===== config.mk =====
export PLATFORM = sky130hd
export DESIGN_NAME = lome_out
export DESIGN_NICKNAME = d
export VERILOG_FILES = /design/src/rtl/lome_pkg.sv /design/src/rtl/lome_out.sv
export SDC_FILE = /design/constraint.sdc
export NUM_CORES = 1
export LEC_CHECK = 0
export ABC_AREA = 1
export BUFFER_PORTS_ARGS = -buffer_cell sky130_fd_sc_hd__buf_2
export CAP_MARGIN = 20
export CORE_AREA = 3 3 193 195
export CTS_CLUSTER_SIZE = 12
export DETAILED_ROUTE_END_ITERATION = 8
export DIE_AREA = 0 0 196 198
export GPL_ROUTABILITY_DRIVEN = 0
export MAX_ROUTING_LAYER = met4
export PLACE_DENSITY_LB_ADDON = 0.2
export SLEW_MARGIN = 20
export SYNTH_ARGS = -nofsm -noshare
export SYNTH_HDL_FRONTEND = slang
export SYNTH_SLANG_ARGS = --single-unit

===== constraint.sdc =====
create_clock -name clk -period 0.8 [get_ports clk]
set_input_delay 0.04 -clock clk [delete_from_list [all_inputs] [get_ports clk]]
set_output_delay 0.04 -clock clk [all_outputs]
set_load 0.03 [all_outputs]

===== src/rtl/lome_pkg.sv =====
// lome_pkg: types, codes and book-size constants of the order matching engine.
// Depends on nothing; every rtl file imports it.
`timescale 1ns / 1ps
package lome_pkg;

  localparam int BookEntriesDefault = 32;

  typedef enum logic [1:0] {
    OP_LIMIT  = 2'd0,
    OP_MARKET = 2'd1,
    OP_CANCEL = 2'd2,
    OP_MODIFY = 2'd3
  } opcode_t;

  typedef enum logic [1:0] {
    TIF_GTC = 2'd0,
    TIF_IOC = 2'd1,
    TIF_FOK = 2'd2,
    TIF_BAD = 2'd3
  } tif_t;

  typedef enum logic [2:0] {
    ST_RESTING   = 3'd0,
    ST_FILLED    = 3'd1,
    ST_PARTIAL   = 3'd2,
    ST_CANCELLED = 3'd3,
    ST_REJECTED  = 3'd4,
    ST_MODIFIED  = 3'd5
  } status_t;

  typedef enum logic [3:0] {
    RS_NONE      = 4'd0,
    RS_INVALID   = 4'd1,
    RS_DUPLICATE = 4'd2,
    RS_QTY       = 4'd3,
    RS_FOK       = 4'd4,
    RS_LIQUIDITY = 4'd5,
    RS_STP       = 4'd6,
    RS_FULL      = 4'd7,
    RS_ID        = 4'd8,
    RS_NOTFOUND  = 4'd9,
    RS_NOCHANGE  = 4'd10,
    RS_PRICE     = 4'd11,
    RS_TYPE      = 4'd12
  } reason_t;

  localparam logic KIND_TRADE  = 1'b0;
  localparam logic KIND_REPORT = 1'b1;

  typedef struct packed {
    logic [1:0]         opcode;
    logic [31:0]        order_id;
    logic [15:0]        client_id;
    logic               side;
    logic signed [31:0] price;
    logic [31:0]        quantity;
    logic [1:0]         time_in_force;
  } cmd_word_t;

  typedef struct packed {
    logic        record_kind;
    logic [31:0] report_order_id;
    logic [31:0] other_order_id;
    logic [15:0] other_client_id;
    logic [30:0] trade_price;
    logic [31:0] trade_quantity;
    logic [31:0] trade_number;
    logic [2:0]  status;
    logic [3:0]  reject_reason;
    logic [31:0] filled_quantity;
    logic [31:0] remaining_quantity;
    logic        last;
  } rec_word_t;

  // one stored order
  typedef struct packed {
    logic [31:0] order_id;
    logic [15:0] client;
    logic        side;
    logic [30:0] price;
    logic [31:0] quantity;
    logic [31:0] arrival_seq;
  } entry_t;

  // request from the sequencer to the book memory
  typedef struct packed {
    logic rd;
    logic wr;
    logic set_valid;
    logic clr_valid;
  } mem_req_t;

  typedef enum logic [4:0] {
    S_IDLE,
    S_CHECK,
    S_SCAN_RD,
    S_SCAN,
    S_SCAN_END,
    S_DECIDE,
    S_TRADE_RD,
    S_TRADE_WAIT,
    S_TRADE_OUT,
    S_REST,
    S_REPORT,
    S_DONE
  } fsm_t;

  typedef enum logic [1:0] {
    SC_FIND   = 2'd0,   // look up id, free slot
    SC_MATCH  = 2'd1,   // best eligible entry and eligible sum
    SC_CROSS  = 2'd2    // best unfiltered entry
  } scan_t;

endpackage


===== src/rtl/lome_out.sv =====
// lome_out: output register stage that holds a result word until taken.
// Depends on lome_pkg.
`timescale 1ns / 1ps
module lome_out
  import lome_pkg::*;
(
  input  logic      clk,
  input  logic      rst,
  input  logic      push,
  input  rec_word_t push_data,
  output logic      full,
  output logic      out_valid,
  input  logic      out_ready,
  output rec_word_t out_data
);

  always_ff @(posedge clk) begin
    if (rst) begin
      out_valid <= 1'b0;
    end else if (push) begin
      out_valid <= 1'b1;
    end else if (out_ready) begin
      out_valid <= 1'b0;
    end
  end

  always_ff @(posedge clk) begin
    if (push) out_data <= push_data;
  end

  // push only when empty or draining this cycle
  assign full = out_valid && !out_ready;

endmodule


Word level (Yosys, flattened, before mapping)
Cells that the tools add are included.
{"block": "word_totals", "reg_bits": 249, "latch_bits": 0, "ram_bits": 0, "rom_bits": 0, "in_bits": 252, "out_inout_bits": 250, "elab_cells": 18, "memories": 0}
{"block": "op_classes", "addsub": 0, "multipliers": 0, "div": 0, "magnitude_cmp": 0, "n_eq_ne": 0, "shifts": 0, "muxes": 2, "n_bitwise": 0, "reduce_logical": 3}
{"operator": "$mux 1", "count": 2}
{"operator": "$reduce_bool 2->1", "count": 1}
{"operator": "$logic_and 1x1->1", "count": 1}
{"operator": "$logic_not 1->1", "count": 1}

Longest topological paths before layout
Gate-level depths: netlist of run 1.
{"block": "logic_depth", "depth_word": 2, "depth_mapped": 3, "depth_no_buf": 3}

Least setup slack after synthesis of run 1
No wires, ideal clock.
{"block": "synth_path", "path_kind": "register to output", "from": "reg out_valid", "to": "out full", "arrival_time_ps": 803, "setup_slack_ps": -43, "path_stages_with_launch": 3, "path_buffers": 0, "cell_sequence": "dfxtp_1 -> nand2_2 -> inv_1"}
{"block": "synth_between", "elab_chain_len": 1}
{"element": "from (decl)", "line": "lome_out.sv:12", "rtl": "output logic out_valid,"}
{"element": "from (signal assigned)", "line": "lome_out.sv:19", "rtl": "out_valid <= 1'b0;"}
{"element": "from (signal assigned)", "line": "lome_out.sv:21", "rtl": "out_valid <= 1'b1;"}
{"element": "from (signal assigned)", "line": "lome_out.sv:23", "rtl": "out_valid <= 1'b0;"}
{"element": "$logic_and 1x1->1", "line": "lome_out.sv:32", "rtl": "assign full = out_valid && !out_ready;"}
{"element": "to (decl)", "line": "lome_out.sv:11", "rtl": "output logic full,"}
No other way between the ends.

Final worst setup path of run 1
{"block": "layout_path", "from": "reg out_data[12] in the netlist's numbering", "to": "out out_data[12] in the netlist's numbering"}
{"element": "from (decl)", "line": "lome_out.sv:14", "rtl": "output rec_word_t out_data"}
{"element": "from (signal assigned)", "line": "lome_out.sv:28", "rtl": "if (push) out_data <= push_data;"}
No word-level cell between the ends.

==> results of run 1 <==
-- flip-flops by register name, summed over array words and instances (netlist names) --
register / cells
out_data: 248
out_valid: 1
-- report_power, final --
| group | switching, mW | internal (mW) |
|---|---|---|
| Combinational | 3.25 | 3.22 |
| Clock | 4.83 | 6.52 |
| Sequential | 0.485 | 15.5 |
| Total | 8.57 | 25.3 |
-- cell usage in the layout, fill, tap and decap left out, types with 2 or more instances in the layout --
cell type / count
dlygate4sd3_1: 251
buf_6: 251
buf_2: 250
edfxtp_1: 248
clkbuf_16: 27
buf_4: 14
buf_12: 13
clkbuf_1: 11
diode_2: 5
clkinv_2: 4
dlymetal6s4s_1: 4
clkbuf_8: 3
clkinv_1: 3
inv_1: 2
-- through the flow --
stage          utilization, %  hold WS (ps)  area (sq um)  setup TNS [ps]
2_1_floorplan               -         95.08          7495               0
3_3_place_gp            30.82         207.5         10960           -3761
3_5_place_dp            30.82         202.8         10960           -3945
4_1_cts                 44.69        -235.5         15900          -89190
5_1_grt                 44.73        -228.2         15910          -91870
6_report                44.73        -214.3         15910          -78200
-- final timing paths --
| path | startpoint | end | cells past startpoint |
|---|---|---|---|
| max | out_data[12]$_DFFE_PP_ | out_data[12] | 1 |
| min | out_ready | out_valid$_SDFFE_PP0P_ | 4 |
| min reg2reg | out_valid$_SDFFE_PP0P_ | out_valid$_SDFFE_PP0P_ | 2 |
| max reg2reg | out_valid$_SDFFE_PP0P_ | out_valid$_SDFFE_PP0P_ | 2 |
-- area by class of cell --
class	count	area (sq um)
clock buffer	41	758.2
clock inverter	9	48.80
antenna	5	12.51
fill	3119	19660
multi-input combinational	2	15.01
sequential	249	7468
tap	461	576.8
timing repair buffer	784	7020
inverter	3	11.26
-- routing by layer --
metal	vias up	GRT usage (%)	part of all wire [%]
li1	2679	-	-
met1	2647	13.55	35
met2	332	23.64	52
met3	52	5.258	10
met4	0	4.885	2.9
met5	-	-	0
-- logic make-up after synthesis --
group | after synthesis
AOI/OAI and AO/OA | 1
DFF | 249
and+or+nand+nor | 1
buffers and inverters | 3
-- what timing repair did --
item | CTS | global route
endpoints found under the hold margin | 318 | 7
hold buffers | 256 | 1
pin swaps | 1 | 0
cloned | 0 | 0
resized for setup | 501 | 5
endpoints found under the setup margin | 250 | 356
==> flow_summary.json, run 1 <==
{
  "viasPerCell": 3.674,
  "ys_seq_area_share_pct": 99.65,
  "track_usage_pct": 13.42,
  "status": "finished with violations",
  "yosys.area_share.simple_pct": 0.08349,
  "yosysMostFrequentCell": "edfxtp_1",
  "maxSlewHeadroom_pct": 72.66,
  "grt_pass1_vias": 6640,
  "hp-class": "in2reg",
  "crit_required_ps": 760,
  "synth_area_sq_um": 7493,
  "port_buffers": 501,
  "clk_path_buf_depth": 3,
  "h-tree-depth": 1,
  "core_area_sq_um": 35570,
  "syn_nets": 506,
  "synthTopCellsByCount": "edfxtp_1 (248), inv_1 (3), a21oi_2 (1), dfxtp_1 (1), nand2_2 (1)",
  "synth_fa_ha_area_share_pct": 0,
  "setup_viol": 256,
  "final_nets": 1319,
  "yosys_warnings": 0,
  "final.setup.worst_slack_ps": -368.0,
  "yosys.area.top_type": "edfxtp_1",
  "synth_top_area_share_pct": 99.38,
  "die_w_microns": 196,
  "numCtsBuffers": 27,
  "clkTransAtPathRegs_ps": 60,
  "power_density_nw_per_um2": 2127,
  "die_area_sq_um": 38810,
  "tightest_slew_ps": 410.0,
  "reg2reg_slack_ps": 220,
  "synth_edf_count": 248,
  "drive_gt1_share_pct": 52.30,
  "path_class": "reg2out",
  "synth-compound-area-share_pct": 0.1169,
  "grt_antenna_before_repair": 5,
  "post-route-min-period_ps": 1168,
  "wire_per_inst_microns": 17.01,
  "power.leakage_nw": 6.653,
  "final.period_utilization_pct": 146.0,
  "cts_sinks": 249,
  "cp-end-kind": "output port",
  "cp_cell_sequence": "buf_6",
  "hold_violations": 1,
  "syn_area_per_cell_sq_um": 29.50,
  "slowest_stage": "edfxtp_1",
  "cp_slowest_stage_delay_ps": 420,
  "drc_errors": 0,
  "initial_core_util_pct": 21.07,
  "first_iter_violations": 122,
  "grt_max_degree": 20,
  "place_inst": 1244,
  "rows": 69,
  "synth_area_leaders": "edfxtp_1 (99%), dfxtp_1 (0.27%), inv_1 (0.15%)",
  "clock-root-buffer": "clkbuf_16",
  "ys_types": 5,
  "power.total_mw": 33.84,
  "crit_buf_inv": 1,
  "synth-xor-area-share_pct": 0,
  "drt_wl_total_microns": 26440,
  "grt_setup_unrepaired": "yes",
  "worstPathMaxFanout": 1,
  "synthMuxAreaShare_pct": 0,
  "synthToLayoutAreaGrowth_pct": 112.3,
  "drt_pre_antenna_iters": 4,
  "slew_violations": 0,
  "irDropWorstVdd_mv": 1.531,
  "synthCells": 254,
  "synth.ff_latch_count": 249,
  "violations": "hold timing, setup timing",
  "async_reset_ff_share_pct": 0,
  "synthFlopType": "edfxtp_1",
  "ant_nets": 0,
  "ios": 502,
  "route.vias.total": 5710,
  "overflow": 0,
  "die-height_microns": 198,
  "hpwl_microns": 18980,
  "cts_tree": "done",
  "cp-start-kind": "register",
  "dp_worst_setup_slack_ps": -65.10,
  "grt_first_pass_wirelength_microns": 38620,
  "cap_viol_max_count": 0,
  "fin_worst_skew_ps": 0,
  "fmax_mhz": 856.2,
  "postCtsSetupRepairBufs": 0,
  "layout.cells.non_filler": 1554,
  "synth_top_family_by_area": "buffers and inverters",
  "crit_family": "flip-flops",
  "arrival_ps": 1130,
  "hold_ws_ps": -214.3,
  "insertion_delay_ps": 530
}
Power figures use the tool's default switching activity.
==> run 2, diff against run 1 <==
==> constraint.sdc (replaced) <==
create_clock -name clk -period 1 [get_ports clk]
set_input_delay 0.05 -clock clk [delete_from_list [all_inputs] [get_ports clk]]
set_output_delay 0.05 -clock clk [all_outputs]
set_load 0.03 [all_outputs]
==> run 2 against run 1 <==
Final cell count down 1.4%. Non-clock buffer count is 17 lower. The flow still finishes with violations (hold timing, setup timing). Largest cell class unchanged. Final area is 1.1% lower. Sequential power decreased by 20%. Global-route usage down 0.48 points. Largest power group unchanged. Clock-buffer cell count is 2 lower. Clock power decreased by 12%. Combinational power is 22% lower. Power decreased by 18%. Via count down 0.67%.
==> flow_summary.json, run 2 (synthesis gave the netlist of run 1 again) <==
{
  "status": "finished with violations",
  "violations": "hold timing, setup timing",
  "cp-end-kind": "output port",
  "numCtsBuffers": 28,
  "grt_max_degree": 42,
  "final.period_utilization_pct": 118.0,
  "post-route-min-period_ps": 1180,
  "hold_violations": 1,
  "cts_tree": "done",
  "ant_nets": 0,
  "first_iter_violations": 156,
  "reg2reg_from": "out_valid$_SDFFE_PP0P_",
  "cp_slowest_stage_delay_ps": 350,
  "final_nets": 1303,
  "layout.cells.non_filler": 1533,
  "rows": 69,
  "drive_gt1_share_pct": 52.24,
  "worstPathMaxFanout": 2,
  "slew_violations": 0,
  "initial_core_util_pct": 21.07,
  "crit_buf_inv": 2,
  "cap_viol_max_count": 0,
  "setup_tns_ps": -32680,
  "crit_family": "flip-flops",
  "grt_setup_unrepaired": "yes",
  "place_inst": 1230,
  "min_to": "out_valid$_SDFFE_PP0P_",
  "arrival_ps": 1130,
  "viasPerCell": 3.700,
  "hpwl_microns": 18040,
  "mostFrequentLayoutCell": "buf_6",
  "synthToLayoutAreaGrowth_pct": 110.1,
  "wire_per_inst_microns": 16.66,
  "clock-root-buffer": "clkbuf_16",
  "h-tree-depth": 1,
  "r2r-end": "out_valid$_SDFFE_PP0P_",
  "hp-class": "in2reg",
  "tightest_slew_ps": 233.9,
  "die_area_sq_um": 38810,
  "top_register": "out_data",
  "overflow": 0,
  "reg2reg_slack_ps": 280,
  "drt_pre_antenna_iters": 6,
  "insertion_delay_ps": 540,
  "ios": 502,
  "track_usage_pct": 12.95,
  "die-height_microns": 198,
  "power.leakage_nw": 6.539,
  "cts_sinks": 249,
  "clkTransAtPathRegs_ps": 60,
  "hp-start": "out_ready",
  "irDropWorstVdd_mv": 1.608,
  "rr_worst_depth": 3,
  "largestRegisters": "out_data x248, out_valid x1",
  "die_w_microns": 196,
  "core_area_sq_um": 35570,
  "grt_first_pass_wirelength_microns": 37490,
  "antenna_cells": 0,
  "min_path_cells": 5,
  "crit_required_ps": 950,
  "path_class": "reg2out",
  "slowest_stage": "dfxtp_2",
  "final_cell_mix": "buf_6 (251), dlygate4sd3_1 (250), buf_2 (250)",
  "hold_ws_ps": -114.7,
  "maxSlewHeadroom_pct": 84.41,
  "cp_cell_sequence": "nand2_2 -> inv_2 -> buf_6",
  "largest_reg_flops": 248,
  "power_density_nw_per_um2": 1766,
  "grt_antenna_before_repair": 0,
  "fin_worst_skew_ps": 0,
  "setup_viol": 250,
  "drc_errors": 0,
  "drt_wl_total_microns": 25540,
  "port_buffers": 501,
  "fmax_mhz": 847.4,
  "route.vias.total": 5672,
  "power.total_mw": 27.80,
  "ctsHoldBuffers": 250,
  "grt_pass1_vias": 6415,
  "clk_path_buf_depth": 3,
  "final.setup.worst_slack_ps": -180.1,
  "cp-start-kind": "register"
}
run 2: cell types whose count changed in the layout (fill, tap and decap cells not counted), sizes merged, moves of 2 or more:
| cell | delta |
|---|---|
| buf | -12 |
| diode | -5 |
| dlymetal6s4s | -4 |
| bufinv | +2 |
| clkbuf | -2 |
run 2: worst reg2reg max path: stages, from the launching register on:
cell and delay [ps]:
dfxtp_2 350, nand2_2 70, buf_4 130, a21oi_2 100
run 2: routing by layer:
layer | up-vias | share of wire [%] | track usage (%) | wire length [microns]
met5 | - | 0 | - | 0
met3 | 37 | 7.6 | 3.777 | 1932
met1 | 2697 | 37 | 14.19 | 9440
li1 | 2632 | - | - | -
met4 | 0 | 2.2 | 3.090 | 573
met2 | 306 | 53 | 23.25 | 13590
run 2: repair_timing:
item,in CTS,in global routing
resized for setup,502,1
pin swaps,1,1
setup buffers,0,2
endpoints found under the setup margin,250,250
endpoints found under the hold margin,261,1
run 2: layout make-up:
class	instances	area (sq um)
Fill cell	3087	19830
Sequential cell	249	7468
Timing Repair Buffer	767	6770
Clock buffer	39	772.0
Tap cell	461	576.8
Clock inverter	12	126.4
Multi-Input combinational cell	2	15.01
Inverter	3	11.26
run 2: through the flow:
stage          utilization (%)  cell area, sq um  worst slack [ps]
6_report                 44.25             15740            -180.1
3_3_place_gp             30.24             10760             98.83
4_1_cts                  44.20             15720            -234.5
5_1_grt                  44.25             15740            -239.8
2_1_floorplan                -              7493             147.2
3_5_place_dp             30.24             10760             78.37
run 2: where the power goes:
group / internal, mW / leakage (nW) / switching (mW) / total [mW]
Sequential: 12.4 / 2.44 / 0.390 / 12.8
Combinational: 2.49 / 3.67 / 2.57 / 5.06
Clock: 5.89 / 0.434 / 4.03 / 9.92
run 2: worst max path at each step:
stage | from | endpoint | depth (start not counted)
2_1_floorplan | out_valid$_SDFFE_PP0P_ | full | 2
3_3_place_gp | push | out_data[0]$_DFFE_PP_ | 2
3_5_place_dp | push | out_data[0]$_DFFE_PP_ | 2
4_1_cts | out_data[137]$_DFFE_PP_ | out_data[137] | 1
5_1_grt | out_data[173]$_DFFE_PP_ | out_data[173] | 1
6_report | out_valid$_SDFFE_PP0P_ | full | 3
